<file path="src/hw/rtl/neuron_weighted_sum_activation_unit_macros.svh">
// Assertion macros shared by the neuron weighted sum RTL.
// Depends on signals named clk and rst_n in the module that uses them.
`ifndef NEURON_WEIGHTED_SUM_ACTIVATION_UNIT_MACROS_SVH
`define NEURON_WEIGHTED_SUM_ACTIVATION_UNIT_MACROS_SVH

// Same-cycle implication, checked outside reset.
`define NWSA_ASSERT_IMPLY(lbl, ante, cons, msg) \
    lbl: assert property (@(posedge clk) disable iff (!rst_n) (ante) |-> (cons)) \
        else $error(msg);

// Next-cycle implication, checked outside reset.
`define NWSA_ASSERT_NEXT(lbl, ante, cons, msg) \
    lbl: assert property (@(posedge clk) disable iff (!rst_n) (ante) |=> (cons)) \
        else $error(msg);

`endif

</file>
<file path="src/hw/rtl/nwsa_pkg.sv">
// Shared types and constants for the neuron weighted sum unit.
// No dependencies.
package nwsa_pkg;

    localparam int DATA_WIDTH = 16;
    localparam int FRAC       = DATA_WIDTH - 4;
    localparam int PROD_WIDTH = 2 * DATA_WIDTH;
    localparam int MODE_WIDTH = 3;

    localparam int MID_DEPTH  = 4;
    localparam int OUT_DEPTH  = 4;
    localparam int MID_CNT_W  = $clog2(MID_DEPTH + 1);
    localparam int OUT_CNT_W  = $clog2(OUT_DEPTH + 1);

    typedef enum logic [1:0] {
        KIND_TERM,
        KIND_LAST,
        KIND_EMPTY
    } kind_t;

    typedef struct packed {
        logic signed [DATA_WIDTH-1:0] source_activation;
        logic signed [DATA_WIDTH-1:0] weight;
        logic                         last_term;
        logic                         empty_req;
    } in_item_t;

    typedef struct packed {
        logic signed [DATA_WIDTH-1:0] activation;
        logic                         saturated;
    } out_item_t;

    typedef struct packed {
        logic signed [PROD_WIDTH-1:0] product;
        kind_t                        kind;
    } mid_item_t;

endpackage

</file>
<file path="src/hw/rtl/nwsa_fifo.sv">
// Small first-in first-out queue with the head visible combinationally.
// No package dependencies.
module nwsa_fifo #(
    parameter int WIDTH = 8,
    parameter int DEPTH = 4
) (
    input  logic                           clk,
    input  logic                           rst_n,
    input  logic                           wr_en,
    input  logic [WIDTH-1:0]               wr_data,
    input  logic                           rd_en,
    output logic [WIDTH-1:0]               rd_data,
    output logic [$clog2(DEPTH+1)-1:0]     count
);

    localparam int PTR_W = (DEPTH > 1) ? $clog2(DEPTH) : 1;
    localparam int CNT_W = $clog2(DEPTH + 1);

    logic [WIDTH-1:0] mem_reg [DEPTH];
    logic [PTR_W-1:0] wr_ptr_reg;
    logic [PTR_W-1:0] rd_ptr_reg;
    logic [CNT_W-1:0] count_reg;
    logic [PTR_W-1:0] wr_ptr_next;
    logic [PTR_W-1:0] rd_ptr_next;
    logic [CNT_W-1:0] count_next;

    always_comb
    begin
        wr_ptr_next = wr_ptr_reg;
        rd_ptr_next = rd_ptr_reg;
        count_next  = count_reg;
        if (wr_en)
        begin
            wr_ptr_next = (wr_ptr_reg == PTR_W'(DEPTH - 1)) ? '0 : wr_ptr_reg + 1'b1;
        end
        if (rd_en)
        begin
            rd_ptr_next = (rd_ptr_reg == PTR_W'(DEPTH - 1)) ? '0 : rd_ptr_reg + 1'b1;
        end
        if (wr_en && !rd_en)
        begin
            count_next = count_reg + 1'b1;
        end
        else if (rd_en && !wr_en)
        begin
            count_next = count_reg - 1'b1;
        end
    end

    always_ff @(posedge clk or negedge rst_n)
    begin
        if (!rst_n)
        begin
            wr_ptr_reg <= '0;
            rd_ptr_reg <= '0;
            count_reg  <= '0;
        end
        else
        begin
            wr_ptr_reg <= wr_ptr_next;
            rd_ptr_reg <= rd_ptr_next;
            count_reg  <= count_next;
        end
    end

    always_ff @(posedge clk)
    begin
        if (wr_en)
        begin
            mem_reg[wr_ptr_reg] <= wr_data;
        end
    end

    assign rd_data = mem_reg[rd_ptr_reg];
    assign count   = count_reg;

endmodule

</file>
<file path="src/hw/rtl/nwsa_front.sv">
// Front end: accepts input requests, forms the product and classifies the item.
// Depends on nwsa_pkg.
module nwsa_front
    import nwsa_pkg::*;
(
    input  logic                 clk,
    input  logic                 rst_n,
    input  logic                 push,
    input  in_item_t             in_data,
    input  logic [MID_CNT_W-1:0] mid_count,
    output logic                 full,
    output logic                 mid_wr,
    output mid_item_t            mid_item
);

    logic                         valid_reg;
    logic signed [PROD_WIDTH-1:0] product_reg;
    kind_t                        kind_reg;
    logic                         accept;
    kind_t                        kind_next;

    // Count the item held here against the queue so it always finds room.
    assign full   = ((MID_CNT_W + 1)'(mid_count) + (MID_CNT_W + 1)'(valid_reg))
                    >= (MID_CNT_W + 1)'(MID_DEPTH);
    assign accept = push && !full;

    always_comb
    begin
        if (in_data.empty_req)
        begin
            kind_next = KIND_EMPTY;
        end
        else if (in_data.last_term)
        begin
            kind_next = KIND_LAST;
        end
        else
        begin
            kind_next = KIND_TERM;
        end
    end

    always_ff @(posedge clk or negedge rst_n)
    begin
        if (!rst_n)
        begin
            valid_reg <= 1'b0;
        end
        else
        begin
            valid_reg <= accept;
        end
    end

    always_ff @(posedge clk)
    begin
        if (accept)
        begin
            product_reg <= in_data.source_activation * in_data.weight;
            kind_reg    <= kind_next;
        end
    end

    assign mid_wr           = valid_reg;
    assign mid_item.product = product_reg;
    assign mid_item.kind    = kind_reg;

endmodule

</file>
<file path="src/hw/rtl/nwsa_back.sv">
// Back end: accumulates products, rounds and clips the sum, applies the activation.
// Depends on nwsa_pkg and the assertion macro header.
`include "neuron_weighted_sum_activation_unit_macros.svh"

module nwsa_back
    import nwsa_pkg::*;
#(
    parameter int ACC_WIDTH = 40
) (
    input  logic                  clk,
    input  logic                  rst_n,
    input  logic                  cfg_wr_en,
    input  logic [MODE_WIDTH-1:0] cfg_wr_data,
    input  mid_item_t             mid_item,
    input  logic [MID_CNT_W-1:0]  mid_count,
    output logic                  mid_rd,
    input  logic [OUT_CNT_W-1:0]  out_count,
    output logic                  res_wr,
    output out_item_t             res_item
);

    localparam int SUM_W = ((ACC_WIDTH > PROD_WIDTH) ? ACC_WIDTH : PROD_WIDTH) + 1;
    localparam logic signed [SUM_W-1:0] ACC_MAX =
        {{(SUM_W - ACC_WIDTH + 1){1'b0}}, {(ACC_WIDTH - 1){1'b1}}};
    localparam logic signed [SUM_W-1:0] ACC_MIN = -ACC_MAX - 1;
    localparam logic signed [ACC_WIDTH:0] DATA_MAX =
        {{(ACC_WIDTH + 2 - DATA_WIDTH){1'b0}}, {(DATA_WIDTH - 1){1'b1}}};
    localparam logic signed [ACC_WIDTH:0] DATA_MIN = -DATA_MAX - 1;

    localparam logic [MODE_WIDTH-1:0] MODE_SIGMOID = 3'd0;
    localparam logic [MODE_WIDTH-1:0] MODE_RELU    = 3'd1;
    localparam logic [MODE_WIDTH-1:0] MODE_TANH    = 3'd2;
    localparam logic [MODE_WIDTH-1:0] MODE_SOFTMAX = 3'd4;

    localparam int ONE         = 1 << FRAC;
    localparam int SIG_SAT_TH  = 5 * ONE;
    localparam int SIG_MID_TH  = (19 * ONE) >> 3;
    localparam int SIG_HI_OFS  = (27 * ONE) >> 5;
    localparam int SIG_MID_OFS = (5 * ONE) >> 3;
    localparam int SIG_LO_OFS  = ONE >> 1;

    // Piecewise sigmoid of a non-negative magnitude; result never exceeds one.
    function automatic logic [FRAC:0] sigmoid_mag(input logic [DATA_WIDTH:0] a);
        logic [DATA_WIDTH:0] y;
        if (a >= (DATA_WIDTH + 1)'(SIG_SAT_TH))
        begin
            y = (DATA_WIDTH + 1)'(ONE);
        end
        else if (a >= (DATA_WIDTH + 1)'(SIG_MID_TH))
        begin
            y = (a >> 5) + (DATA_WIDTH + 1)'(SIG_HI_OFS);
        end
        else if (a >= (DATA_WIDTH + 1)'(ONE))
        begin
            y = (a >> 3) + (DATA_WIDTH + 1)'(SIG_MID_OFS);
        end
        else
        begin
            y = (a >> 2) + (DATA_WIDTH + 1)'(SIG_LO_OFS);
        end
        return y[FRAC:0];
    endfunction

    logic [MODE_WIDTH-1:0]        mode_reg;
    logic signed [ACC_WIDTH-1:0]  acc_sum_reg;
    logic                         acc_clip_reg;
    logic signed [ACC_WIDTH-1:0]  acc_sum_next;
    logic                         acc_clip_next;
    logic                         fin_valid_reg;
    logic signed [ACC_WIDTH-1:0]  fin_sum_reg;
    logic                         fin_clip_reg;
    logic signed [ACC_WIDTH-1:0]  fin_sum_next;
    logic                         fin_clip_next;
    logic                         x_valid_reg;
    logic signed [DATA_WIDTH-1:0] x_reg;
    logic                         x_sat_reg;
    logic signed [DATA_WIDTH-1:0] x_next;
    logic                         x_sat_next;

    logic                         mid_avail;
    logic                         is_result;
    logic                         credit_ok;
    logic                         issue;
    logic signed [SUM_W-1:0]      sum_ext;
    logic signed [SUM_W-1:0]      prod_ext;
    logic signed [SUM_W-1:0]      sum_wide;
    logic signed [ACC_WIDTH-1:0]  add_sum;
    logic                         add_clip;
    logic signed [ACC_WIDTH-1:0]  shifted;
    logic signed [ACC_WIDTH:0]    rounded;
    logic                         x_neg;
    logic [DATA_WIDTH-1:0]        mag;
    logic [FRAC:0]                sig;
    logic [FRAC:0]                tsig;
    logic [DATA_WIDTH-1:0]        tanh_pos;
    logic signed [DATA_WIDTH-1:0] act;

    // Hold back a result until the output queue has a free slot for it.
    assign mid_avail = (mid_count != '0);
    assign is_result = (mid_item.kind == KIND_LAST) || (mid_item.kind == KIND_EMPTY);
    assign credit_ok = ((OUT_CNT_W + 1)'(out_count) + (OUT_CNT_W + 1)'(fin_valid_reg)
                        + (OUT_CNT_W + 1)'(x_valid_reg)) < (OUT_CNT_W + 1)'(OUT_DEPTH);
    assign mid_rd    = mid_avail && (!is_result || credit_ok);
    assign issue     = mid_rd && is_result;

    // Saturating accumulate
    always_comb
    begin
        sum_ext  = {{(SUM_W - ACC_WIDTH){acc_sum_reg[ACC_WIDTH-1]}}, acc_sum_reg};
        prod_ext = {{(SUM_W - PROD_WIDTH){mid_item.product[PROD_WIDTH-1]}}, mid_item.product};
        sum_wide = sum_ext + prod_ext;
        add_clip = acc_clip_reg;
        if (sum_wide > ACC_MAX)
        begin
            add_sum  = ACC_MAX[ACC_WIDTH-1:0];
            add_clip = 1'b1;
        end
        else if (sum_wide < ACC_MIN)
        begin
            add_sum  = ACC_MIN[ACC_WIDTH-1:0];
            add_clip = 1'b1;
        end
        else
        begin
            add_sum = sum_wide[ACC_WIDTH-1:0];
        end
    end

    always_comb
    begin
        acc_sum_next  = acc_sum_reg;
        acc_clip_next = acc_clip_reg;
        fin_sum_next  = add_sum;
        fin_clip_next = add_clip;
        // An empty neuron drops any partial sum and activates zero.
        if (mid_item.kind == KIND_EMPTY)
        begin
            fin_sum_next  = '0;
            fin_clip_next = 1'b0;
        end
        if (issue)
        begin
            acc_sum_next  = '0;
            acc_clip_next = 1'b0;
        end
        else if (mid_rd)
        begin
            acc_sum_next  = add_sum;
            acc_clip_next = add_clip;
        end
    end

    // Round half up to the data format, then clip
    always_comb
    begin
        shifted    = fin_sum_reg >>> FRAC;
        rounded    = {shifted[ACC_WIDTH-1], shifted}
                     + {{ACC_WIDTH{1'b0}}, fin_sum_reg[FRAC-1]};
        x_sat_next = fin_clip_reg;
        if (rounded > DATA_MAX)
        begin
            x_next     = DATA_MAX[DATA_WIDTH-1:0];
            x_sat_next = 1'b1;
        end
        else if (rounded < DATA_MIN)
        begin
            x_next     = DATA_MIN[DATA_WIDTH-1:0];
            x_sat_next = 1'b1;
        end
        else
        begin
            x_next = rounded[DATA_WIDTH-1:0];
        end
    end

    // Activation
    always_comb
    begin
        x_neg    = x_reg[DATA_WIDTH-1];
        mag      = x_neg ? (~x_reg + 1'b1) : x_reg;
        sig      = sigmoid_mag({1'b0, mag});
        tsig     = sigmoid_mag({mag, 1'b0});
        tanh_pos = DATA_WIDTH'({tsig, 1'b0}) - DATA_WIDTH'(ONE);
        case (mode_reg)
            MODE_SIGMOID, MODE_SOFTMAX:
            begin
                act = x_neg ? (DATA_WIDTH'(ONE) - DATA_WIDTH'(sig)) : DATA_WIDTH'(sig);
            end
            MODE_RELU:
            begin
                act = (x_reg > 0) ? x_reg : '0;
            end
            MODE_TANH:
            begin
                act = x_neg ? (~tanh_pos + 1'b1) : tanh_pos;
            end
            default:
            begin
                act = x_reg;
            end
        endcase
    end

    always_ff @(posedge clk or negedge rst_n)
    begin
        if (!rst_n)
        begin
            mode_reg      <= MODE_SIGMOID;
            acc_sum_reg   <= '0;
            acc_clip_reg  <= 1'b0;
            fin_valid_reg <= 1'b0;
            x_valid_reg   <= 1'b0;
        end
        else
        begin
            if (cfg_wr_en)
            begin
                mode_reg <= cfg_wr_data;
            end
            acc_sum_reg   <= acc_sum_next;
            acc_clip_reg  <= acc_clip_next;
            fin_valid_reg <= issue;
            x_valid_reg   <= fin_valid_reg;
        end
    end

    always_ff @(posedge clk)
    begin
        if (issue)
        begin
            fin_sum_reg  <= fin_sum_next;
            fin_clip_reg <= fin_clip_next;
        end
        if (fin_valid_reg)
        begin
            x_reg     <= x_next;
            x_sat_reg <= x_sat_next;
        end
    end

    assign res_wr              = x_valid_reg;
    assign res_item.activation = act;
    assign res_item.saturated  = x_sat_reg;

    `NWSA_ASSERT_IMPLY(a_no_read_empty, mid_rd, mid_count != '0, "read from empty mid queue")
    `NWSA_ASSERT_IMPLY(a_out_room, res_wr, out_count < OUT_CNT_W'(OUT_DEPTH), "output queue overrun")
    `NWSA_ASSERT_NEXT(a_acc_cleared, issue, (acc_sum_reg == '0) && !acc_clip_reg, "sum not cleared")
    `NWSA_ASSERT_NEXT(a_stage_follow, fin_valid_reg, x_valid_reg, "result lost between stages")

endmodule

</file>
<file path="src/hw/rtl/neuron_weighted_sum_activation_unit.sv">
// Neuron weighted sum with activation: top level with queue-style ports.
// Depends on nwsa_pkg, nwsa_front, nwsa_fifo and nwsa_back.
//
// Each request carries one (source_activation, weight) term in signed Q4.12; terms
// are multiplied and summed into an ACC_WIDTH-bit saturating accumulator, and the term
// flagged last_term (or any request flagged empty_req, which discards the partial sum
// and activates zero) yields one result: the sum rounded half up to Q4.12, clipped,
// and passed through the activation chosen by the mode register (0 sigmoid, 1 relu,
// 2 tanh, 3 linear, 4 sigmoid, 5 to 7 pass through). One term is accepted per clock
// while full is low, set by the single 16x16 multiplier and the one accumulator add per
// cycle. A result passes through the product register, mid queue, accumulator, rounding
// register and output queue in that order. The output queue holds four results; with it
// full the back end stops on the next result request, and full rises once the mid queue
// (four entries) and product register hold four. Write the mode only while idle.
module neuron_weighted_sum_activation_unit
    import nwsa_pkg::*;
#(
    parameter int ACC_WIDTH = 40
) (
    input  logic                  clk,
    input  logic                  rst_n,
    input  logic                  push,
    input  in_item_t              in_data,
    output logic                  full,
    output logic                  empty,
    input  logic                  pop,
    output out_item_t             out_data,
    input  logic                  cfg_wr_en,
    input  logic [MODE_WIDTH-1:0] cfg_wr_data
);

    logic                 mid_wr;
    mid_item_t            mid_wr_item;
    mid_item_t            mid_rd_item;
    logic                 mid_rd;
    logic [MID_CNT_W-1:0] mid_count;
    logic                 res_wr;
    out_item_t            res_item;
    logic [OUT_CNT_W-1:0] out_count;
    logic                 out_rd;

    nwsa_front u_front (
        .clk       (clk),
        .rst_n     (rst_n),
        .push      (push),
        .in_data   (in_data),
        .mid_count (mid_count),
        .full      (full),
        .mid_wr    (mid_wr),
        .mid_item  (mid_wr_item)
    );

    nwsa_fifo #(
        .WIDTH ($bits(mid_item_t)),
        .DEPTH (MID_DEPTH)
    ) u_mid_q (
        .clk     (clk),
        .rst_n   (rst_n),
        .wr_en   (mid_wr),
        .wr_data (mid_wr_item),
        .rd_en   (mid_rd),
        .rd_data (mid_rd_item),
        .count   (mid_count)
    );

    nwsa_back #(
        .ACC_WIDTH (ACC_WIDTH)
    ) u_back (
        .clk         (clk),
        .rst_n       (rst_n),
        .cfg_wr_en   (cfg_wr_en),
        .cfg_wr_data (cfg_wr_data),
        .mid_item    (mid_rd_item),
        .mid_count   (mid_count),
        .mid_rd      (mid_rd),
        .out_count   (out_count),
        .res_wr      (res_wr),
        .res_item    (res_item)
    );

    assign empty  = (out_count == '0);
    assign out_rd = pop && !empty;

    nwsa_fifo #(
        .WIDTH ($bits(out_item_t)),
        .DEPTH (OUT_DEPTH)
    ) u_out_q (
        .clk     (clk),
        .rst_n   (rst_n),
        .wr_en   (res_wr),
        .wr_data (res_item),
        .rd_en   (out_rd),
        .rd_data (out_data),
        .count   (out_count)
    );

endmodule
</file>
<file path="config.mk">
export PLATFORM = sky130hd
export DESIGN_NAME = neuron_weighted_sum_activation_unit
export DESIGN_NICKNAME = d
export VERILOG_FILES = /design/src/hw/rtl/nwsa_pkg.sv /design/src/hw/rtl/nwsa_fifo.sv /design/src/hw/rtl/nwsa_front.sv /design/src/hw/rtl/nwsa_back.sv /design/src/hw/rtl/neuron_weighted_sum_activation_unit.sv
export VERILOG_INCLUDE_DIRS = /design/src /design/src/hw/rtl
export SDC_FILE = /design/constraint.sdc
export NUM_CORES = 1
export LEC_CHECK = 0
export ABC_AREA = 1
export CORE_UTILIZATION = 35
export DETAILED_ROUTE_END_ITERATION = 7
export DONT_BUFFER_PORTS = 1
export GPL_ROUTABILITY_DRIVEN = 0
export GPL_TIMING_DRIVEN = 0
export PLACE_DENSITY = 0.58
export SKIP_CTS_REPAIR_TIMING = 1
export SYNTH_ARGS = -nofsm -noshare
export SYNTH_HDL_FRONTEND = slang
export SYNTH_SLANG_ARGS = --single-unit
</file>
<file path="constraint.sdc">
create_clock -name clk -period 6.1 [get_ports clk]
set_input_delay 1.22 -clock clk [delete_from_list [all_inputs] [get_ports clk]]
set_output_delay 1.22 -clock clk [all_outputs]
set_load 0.005 [all_outputs]
</file>
==> results of run 1 <==
cell families after synthesis:
kind of cell / after synthesis
compound gates: 482
mux: 2
fa+ha+maj: 421
simple gates: 1237
buf+inv: 785
flops: 346
xor+xnor: 99
metal layers:
metal	vias up	wire length (um)
met5	-	0
met4	0	2790
met3	145	2870
met2	503	39500
met1	10800	32500
li1	10900	-
synthesized netlist by cell type, drive strengths merged, types with 6 or more instances:
master,n,share of area [%]
clkbuf,101,1.3
xor2,63,1.9
buf,27,0.68
ha,156,6.6
nand2,706,9.5
a21boi,6,0.15
dfrtp,61,5.2
edfxtp,285,29
nand3,165,3.4
o22ai,52,1.1
inv,655,8.4
a21oi,136,2.3
o21a,7,0.18
o211ai,16,0.41
nand4,27,0.57
o21ai,225,4.0
nor2,283,4.0
or2,10,0.21
a31oi,12,0.25
fa,265,18
nor3,35,0.65
xnor2,36,1.1
critical path: stages:
cell and delay [ns]:
buf_12 0.11, buf_8 0.13, nand2_4 0.06, inv_4 0.04, fa_2 0.62, buf_6 0.12
inv_4 0.04, fa_1 0.54, inv_1 0.05, fa_1 0.49, fa_1 0.52, fa_1 0.52
inv_1 0.05, fa_1 0.52, inv_1 0.06, ha_4 0.32, nand2_1 0.13, nor2_1 0.19
a21oi_1 0.09, o211ai_1 0.18, buf_4 0.17, a21oi_2 0.05, nor2_1 0.09, nor2_1 0.05
xor2_1 0.15
worst min-delay path by stage:
stage | end | slack, ns | cells after the start
floorplan | u_back.acc_clip_reg$_DFFE_PN0P_ | 0.45 | 2
global placement | u_back.acc_clip_reg$_DFFE_PN0P_ | 0.48 | 2
detailed placement | u_mid_q.mem_reg[0][16]$_DFFE_PP_ | 0.48 | 0
CTS | u_back.acc_sum_reg[17]$_DFFE_PN0P_ | 0.33 | 0
global route | u_out_q.rd_ptr_reg[0]$_DFFE_PN0P_ | 0.33 | 0
finish | u_back.acc_sum_reg[17]$_DFFE_PN0P_ | 0.36 | 0
final cells by class:
cell class                      count  area, um^2
Tap cell                         1080        1350
Clock buffer                       53        1050
Inverter                          657        2480
Clock inverter                     16         163
Multi-Input combinational cell   2241       16900
Timing Repair Buffer               41         425
Buffer                            128        1070
Fill cell                        8458       49900
Sequential cell                   346       10100
through the flow:
stage	hold WS, ns	setup slack [ns]	utilization (%)	cells	area [um^2]
3_5_place_dp	0.477	-1.07	37.8	4454	31600
5_1_grt	0.331	-0.253	40.2	4562	33500
3_3_place_gp	0.476	-1.07	37.8	4452	31500
6_report	0.361	-0.127	40.2	4562	33500
4_1_cts	0.328	-0.463	39.3	4523	32800
2_1_floorplan	0.454	-0.285	-	3372	30200
==> summary.md, run 1 <==
| Metric | Value |
|---|---|
| Flip-flop count of the largest register after layout | `136` |
| Worst setup SP type | `input pin` |
| Met1 Use GR | `22.1%` |
| Register area share after synthesis | `34.2%` |
| Worst r2r src | `u_mid_q.rd_ptr_reg[0]$_DFFE_PN0P_` |
| RSZ-0062 raised after global routing | `yes` |
| Setup slack of the most critical reg-to-reg path | `0.64 ns` |
| Synth Instances | `3372` |
| Post-synth top flop | `edfxtp_1` |
| Level count of the clock H-tree | `2` |
| Growth of design area from synthesis to finish | `13.9%` |
| Destination of the worst register-to-register timing path | `u_back.fin_sum_reg[20]$_SDFFCE_PN0P_` |
| Setup Total Neg Slack | `-0.323 ns` |
| Combinational family with the most area after synthesis | `adder cells` |
| Number of setup violations in the final report | `5` |
| Vertical extent of the die | `292 um` |
| Number of remaining DRC errors | `0` |
| Final net count | `3916` |
| Number of placement rows | `between 100 and 150` |
| Clk_lat worst skew | `around 0.56 ns` |
| Clock tree from TritonCTS | `built` |
| Final clock period utilization by the worst path | `102%` |
| Die width | `292 um` |
| Final WL | `77.6 mm` |
| Yosys synthesis warning count | `0` |
| Effective utilization at floorplan | `35.3%` |
| Min Tclk post-route | `6.23 ns` |
| Routed wire length per instance | `17.0 um` |
| Clock sinks | `346` |
| Worst min-delay path category | `input pin to asynchronous set/reset pin` |
| Critical path launch point | `in_data[5]` |
| Maximum fanout encountered on the critical timing path | `6` |
| Number of optimization iterations in the first detailed-route pass | `7` |
| Share of post-route cells with drive strength above 1 | `11.9%` |
| DR vias | `22.3k` |
| Slew at the pin closest to its max-slew limit | `1.10 ns` |
| Post-synth EDFFs | `285` |
| Number of antenna violations at the first check in global routing | `0` |
| Number of global-route vias before repair | `23.2k` |
| Clock skew | `approximately 0.038 ns` |
| Number of synthesized register bits | `about 350` |
| Input/output buffers | `0` |
| Met2 Usage GRT | `34.3%` |
| Netlist area before placement | `29500 um^2` |
| Clock-pin slew on the worst setup and hold paths | `about 0.07 ns` |
| Commonest cells after routing, fill and taps aside | `nand2_1, inv_1, edfxtp_1` |
| Data required time at the worst endpoint | `6.41 ns` |
| Final setup margin | `-0.127 ns` |
| Half-perimeter wire length after placement | `approximately 60 mm` |
| Clock root buffer master | `clkbuf_16` |
| Failing checks | `negative setup slack` |
| Net count of the mapped netlist | `about 3.8k` |
| Kind of capture point of the worst setup path | `flop` |
| Area enclosed by the die boundary | `85300 um^2` |
| Area share of fa/ha/maj cells after synthesis | `24.6%` |
| Final hold violation count | `0` |
| Destination of the critical timing path | `u_front.product_reg[30]$_DFFE_PP_` |
| Run status | `finished, violations left` |
| Depth of the worst register-to-register path | `20` |
| Async set-reset flop share out of synthesis | `about 18%` |
| Mux contribution to synthesized area | `0.0765%` |
| Synthesized area divided by synthesized cell count | `8.74 um^2` |
| Number of clock buffers inserted by TritonCTS | `38` |
| Detailed Route Iter0 Violations | `between 1k and 1.5k` |
| Vias per std cell | `between 4 and 5` |
| Ant diodes | `0` |
| Post-Synth XOR/XNOR Area | `2.94%` |
| Busiest metal layer after global routing | `met2` |
| Fin. max-slew vios | `0` |
| Remaining antenna violation count | `0` |
| Most common cell after layout, fill and taps aside | `nand2_1` |
| Global route overflow | `0` |
| Achievable clock frequency | `between 0.15 and 0.2 GHz` |
| WP data arrival | `between 6 and 7 ns` |
| Global-route total usage across every layer | `18.4%` |
| Complex-gate fraction of the synthesized area | `9.13%` |
| Largest net degree at the start of global routing | `62` |
| # IOs | `61` |
| Clock Tree Buf Depth | `3` |
| Area fraction in and, or, nand and nor cells after synthesis | `18.6%` |
| First-pass GRT wire length | `roughly 130 mm` |
| Number of distinct standard cells referenced by the synthesized netlist | `60` |
| Global Route met3 Usage | `1.90%` |
| Tightest slew margin relative to the limit | `between 20% and 30%` |
| Number of max-cap violations | `0` |
| Placeable core region | `83400 um^2` |
| Worst setup path class | `input pin to flop` |
Power of run 1 is left out: the tool's default activity adds up to more than one toggle a clock period on the data nets, which glitch-free logic cannot reach.
==> run 2: changes to the inputs <==
--- a/config.mk
+++ b/config.mk
@@ -7,13 +7,15 @@
 export NUM_CORES = 1
 export LEC_CHECK = 0
 export ABC_AREA = 1
+export CAP_MARGIN = 5
 export CORE_UTILIZATION = 35
 export DETAILED_ROUTE_END_ITERATION = 7
 export DONT_BUFFER_PORTS = 1
 export GPL_ROUTABILITY_DRIVEN = 0
 export GPL_TIMING_DRIVEN = 0
-export PLACE_DENSITY = 0.58
+export PLACE_DENSITY = 0.56
 export SKIP_CTS_REPAIR_TIMING = 1
 export SYNTH_ARGS = -nofsm -noshare
 export SYNTH_HDL_FRONTEND = slang
 export SYNTH_SLANG_ARGS = --single-unit
+export TNS_END_PERCENT = 5
==> summary.md, run 2 (synthesis results as in run 1) <==
| Metric | Value |
|---|---|
| First-pass GRT wire length | `124 mm` |
| Footprint of the multi-input gates | `16800 um^2` |
| Worst r2r src | `u_mid_q.rd_ptr_reg[0]$_DFFE_PN0P_` |
| Flip-flop count of the largest register after layout | `136` |
| Clock sinks | `around 350` |
| Final clock period utilization by the worst path | `103%` |
| Number of placement rows | `106` |
| Global Route met3 Usage | `1.83%` |
| Routed wire length per instance | `17.1 um` |
| Run status | `finished, violations left` |
| Vias per std cell | `4.88` |
| Worst setup path class | `input pin to flop` |
| Placeable core region | `83400 um^2` |
| Number of optimization iterations in the first detailed-route pass | `7` |
| Slowest cell on the critical path | `fa_2` |
| Half-perimeter wire length after placement | `roughly 61 mm` |
| Fin. max-slew vios | `0` |
| Number of antenna violations at the first check in global routing | `0` |
| Clk_lat worst skew | `around 0.57 ns` |
| Remaining antenna violation count | `0` |
| WP data arrival | `6.59 ns` |
| Largest net degree at the start of global routing | `62` |
| Met2 Usage GRT | `33.4%` |
| Clock skew | `0.0339 ns` |
| Achievable clock frequency | `0.159 GHz` |
| Setup Total Neg Slack | `-0.621 ns` |
| Share of post-route cells with drive strength above 1 | `between 10% and 20%` |
| Maximum single-stage delay on the critical path | `~0.64 ns` |
| Met1 Use GR | `22.2%` |
| Critical path buffers and inverters | `7` |
| Worst-case hold slack | `0.343 ns` |
| Slew at the pin closest to its max-slew limit | `0.954 ns` |
| Number of clock buffers inserted by TritonCTS | `39` |
| Die width | `292 um` |
| Number of setup violations in the final report | `7` |
| Global-route total usage across every layer | `18.4%` |
| Tightest slew margin relative to the limit | `35.9%` |
| # IOs | `61` |
| Commonest cells after routing, fill and taps aside | `nand2_1, inv_1, edfxtp_1` |
| Clock Tree Buf Depth | `3` |
| Worst min-delay path category | `input pin to asynchronous set/reset pin` |
| Number of filler instances in the final layout | `8377` |
| Destination of the worst register-to-register timing path | `u_mid_q.count[2]$_DFFE_PN0P_` |
| Kind of capture point of the worst setup path | `flop` |
| Busiest metal layer after global routing | `met2` |
| Worst setup SP type | `input pin` |
| Number of global-route vias before repair | `22.7k` |
| Input/output buffers | `0` |
| Effective utilization at floorplan | `between 30% and 40%` |
| Data required time at the worst endpoint | `6.41 ns` |
| Clock root buffer master | `clkbuf_16` |
| Final net count | `3903` |
| Clock-pin slew on the worst setup and hold paths | `0.07 ns` |
| Min Tclk post-route | `about 6.3 ns` |
| Most common cell after layout, fill and taps aside | `nand2_1` |
| Largest delay contributor family on the critical path | `adder cells` |
| DR vias | `22.2k` |
| Depth of the worst register-to-register path | `18` |
| Place WS | `-1.28 ns` |
| Final WL | `77.8 mm` |
| Setup slack of the most critical reg-to-reg path | `0.48 ns` |
| Area enclosed by the die boundary | `85300 um^2` |
| Level count of the clock H-tree | `2` |
| Final hold violation count | `0` |
| Number of max-cap violations | `0` |
| Failing checks | `negative setup slack` |
| Register area | `10100 um^2` |
| Final setup margin | `-0.179 ns` |
| RSZ-0062 raised after global routing | `yes` |
| Maximum fanout encountered on the critical timing path | `7` |
| Detailed Route Iter0 Violations | `1287` |
| Number of remaining DRC errors | `0` |
| Critical path, cell by cell | `buf_12 -> buf_8 -> nand2_2 -> inv_2 -> fa_2 -> inv_4 -> fa_2 -> inv_1 -> fa_1 -> fa_2 -> fa_1 -> inv_1 -> fa_1 -> inv_2 -> ha_4 -> a21oi_4 -> o21ai_4 -> a221oi_4 -> o211ai_1 -> a21oi_1 -> nor2_1 -> nor2_1 -> xor2_1` |
| Clock tree from TritonCTS | `built` |
| Growth of design area from synthesis to finish | `12.6%` |
| Vertical extent of the die | `~300 um` |
| Global route overflow | `0` |
| Number of cells on the critical path | `23` |
run 2: cell types whose count changed in the layout (fill, tap and decap cells not counted), moves of 4 or more:
cell      change
clkbuf_8     -11
buf_8         -9
a21oi_1       +8
a21oi_2       -5
clkbuf_1      -5
clkbuf_4      +5
buf_4         +4
run 2: layout make-up:
type / count / share of cell area [%]
Clock buffer: 45 / 3.01
Clock inverter: 26 / 0.720
Timing Repair Buffer: 27 / 0.811
Sequential cell: 346 / 30.4
Antenna cell: 1 / 0.00754
Tap cell: 1080 / 4.07
Inverter: 657 / 7.47
Multi-Input combinational cell: 2241 / 50.6
Buffer: 128 / 2.90
run 2: stage by stage:
step	std cells	util, %	area [um^2]
after global routing	4550	39.8	33200
after detailed placement	4455	37.6	31400
after floorplan	3372	-	29900
after CTS	4526	39.1	32600
after global placement	4452	37.5	31300
final	4551	39.8	33200
run 2: worst register-to-register path: stages (launching register included):
cell and delay, ns:
dfrtp_1 0.37, clkbuf_1 0.20, inv_1 0.20, clkbuf_1 0.65, clkbuf_1 0.49, nor2_1 0.08, o22ai_1 0.25, ha_1 0.34
nand2_1 0.17, clkbuf_1 0.45, nand2_1 0.37, inv_1 0.25, clkbuf_1 0.55, ha_1 0.27, inv_1 0.07, fa_1 0.37
a21oi_1 0.15, o21ai_0 0.11, xor2_1 0.15
run 2: worst max-delay path by stage:
stage,startpoint,end,slack (ns)
floorplan,in_data[7],u_front.product_reg[29]$_DFFE_PP_,-0.28
global placement,in_data[12],u_front.product_reg[30]$_DFFE_PP_,-1.30
detailed placement,in_data[21],u_front.product_reg[30]$_DFFE_PP_,-1.28
CTS,in_data[21],u_front.product_reg[30]$_DFFE_PP_,-0.69
global route,in_data[13],u_front.product_reg[30]$_DFFE_PP_,-0.37
finish,in_data[5],u_front.product_reg[30]$_DFFE_PP_,-0.18
run 2: routing by layer:
metal | up-vias | part of all wire [%]
li1 | 10900 | -
met2 | 546 | 50
met1 | 10600 | 42
met5 | - | 0
met3 | 154 | 4.1
met4 | 0 | 4.2
Power of run 2 is left out for the same reason.
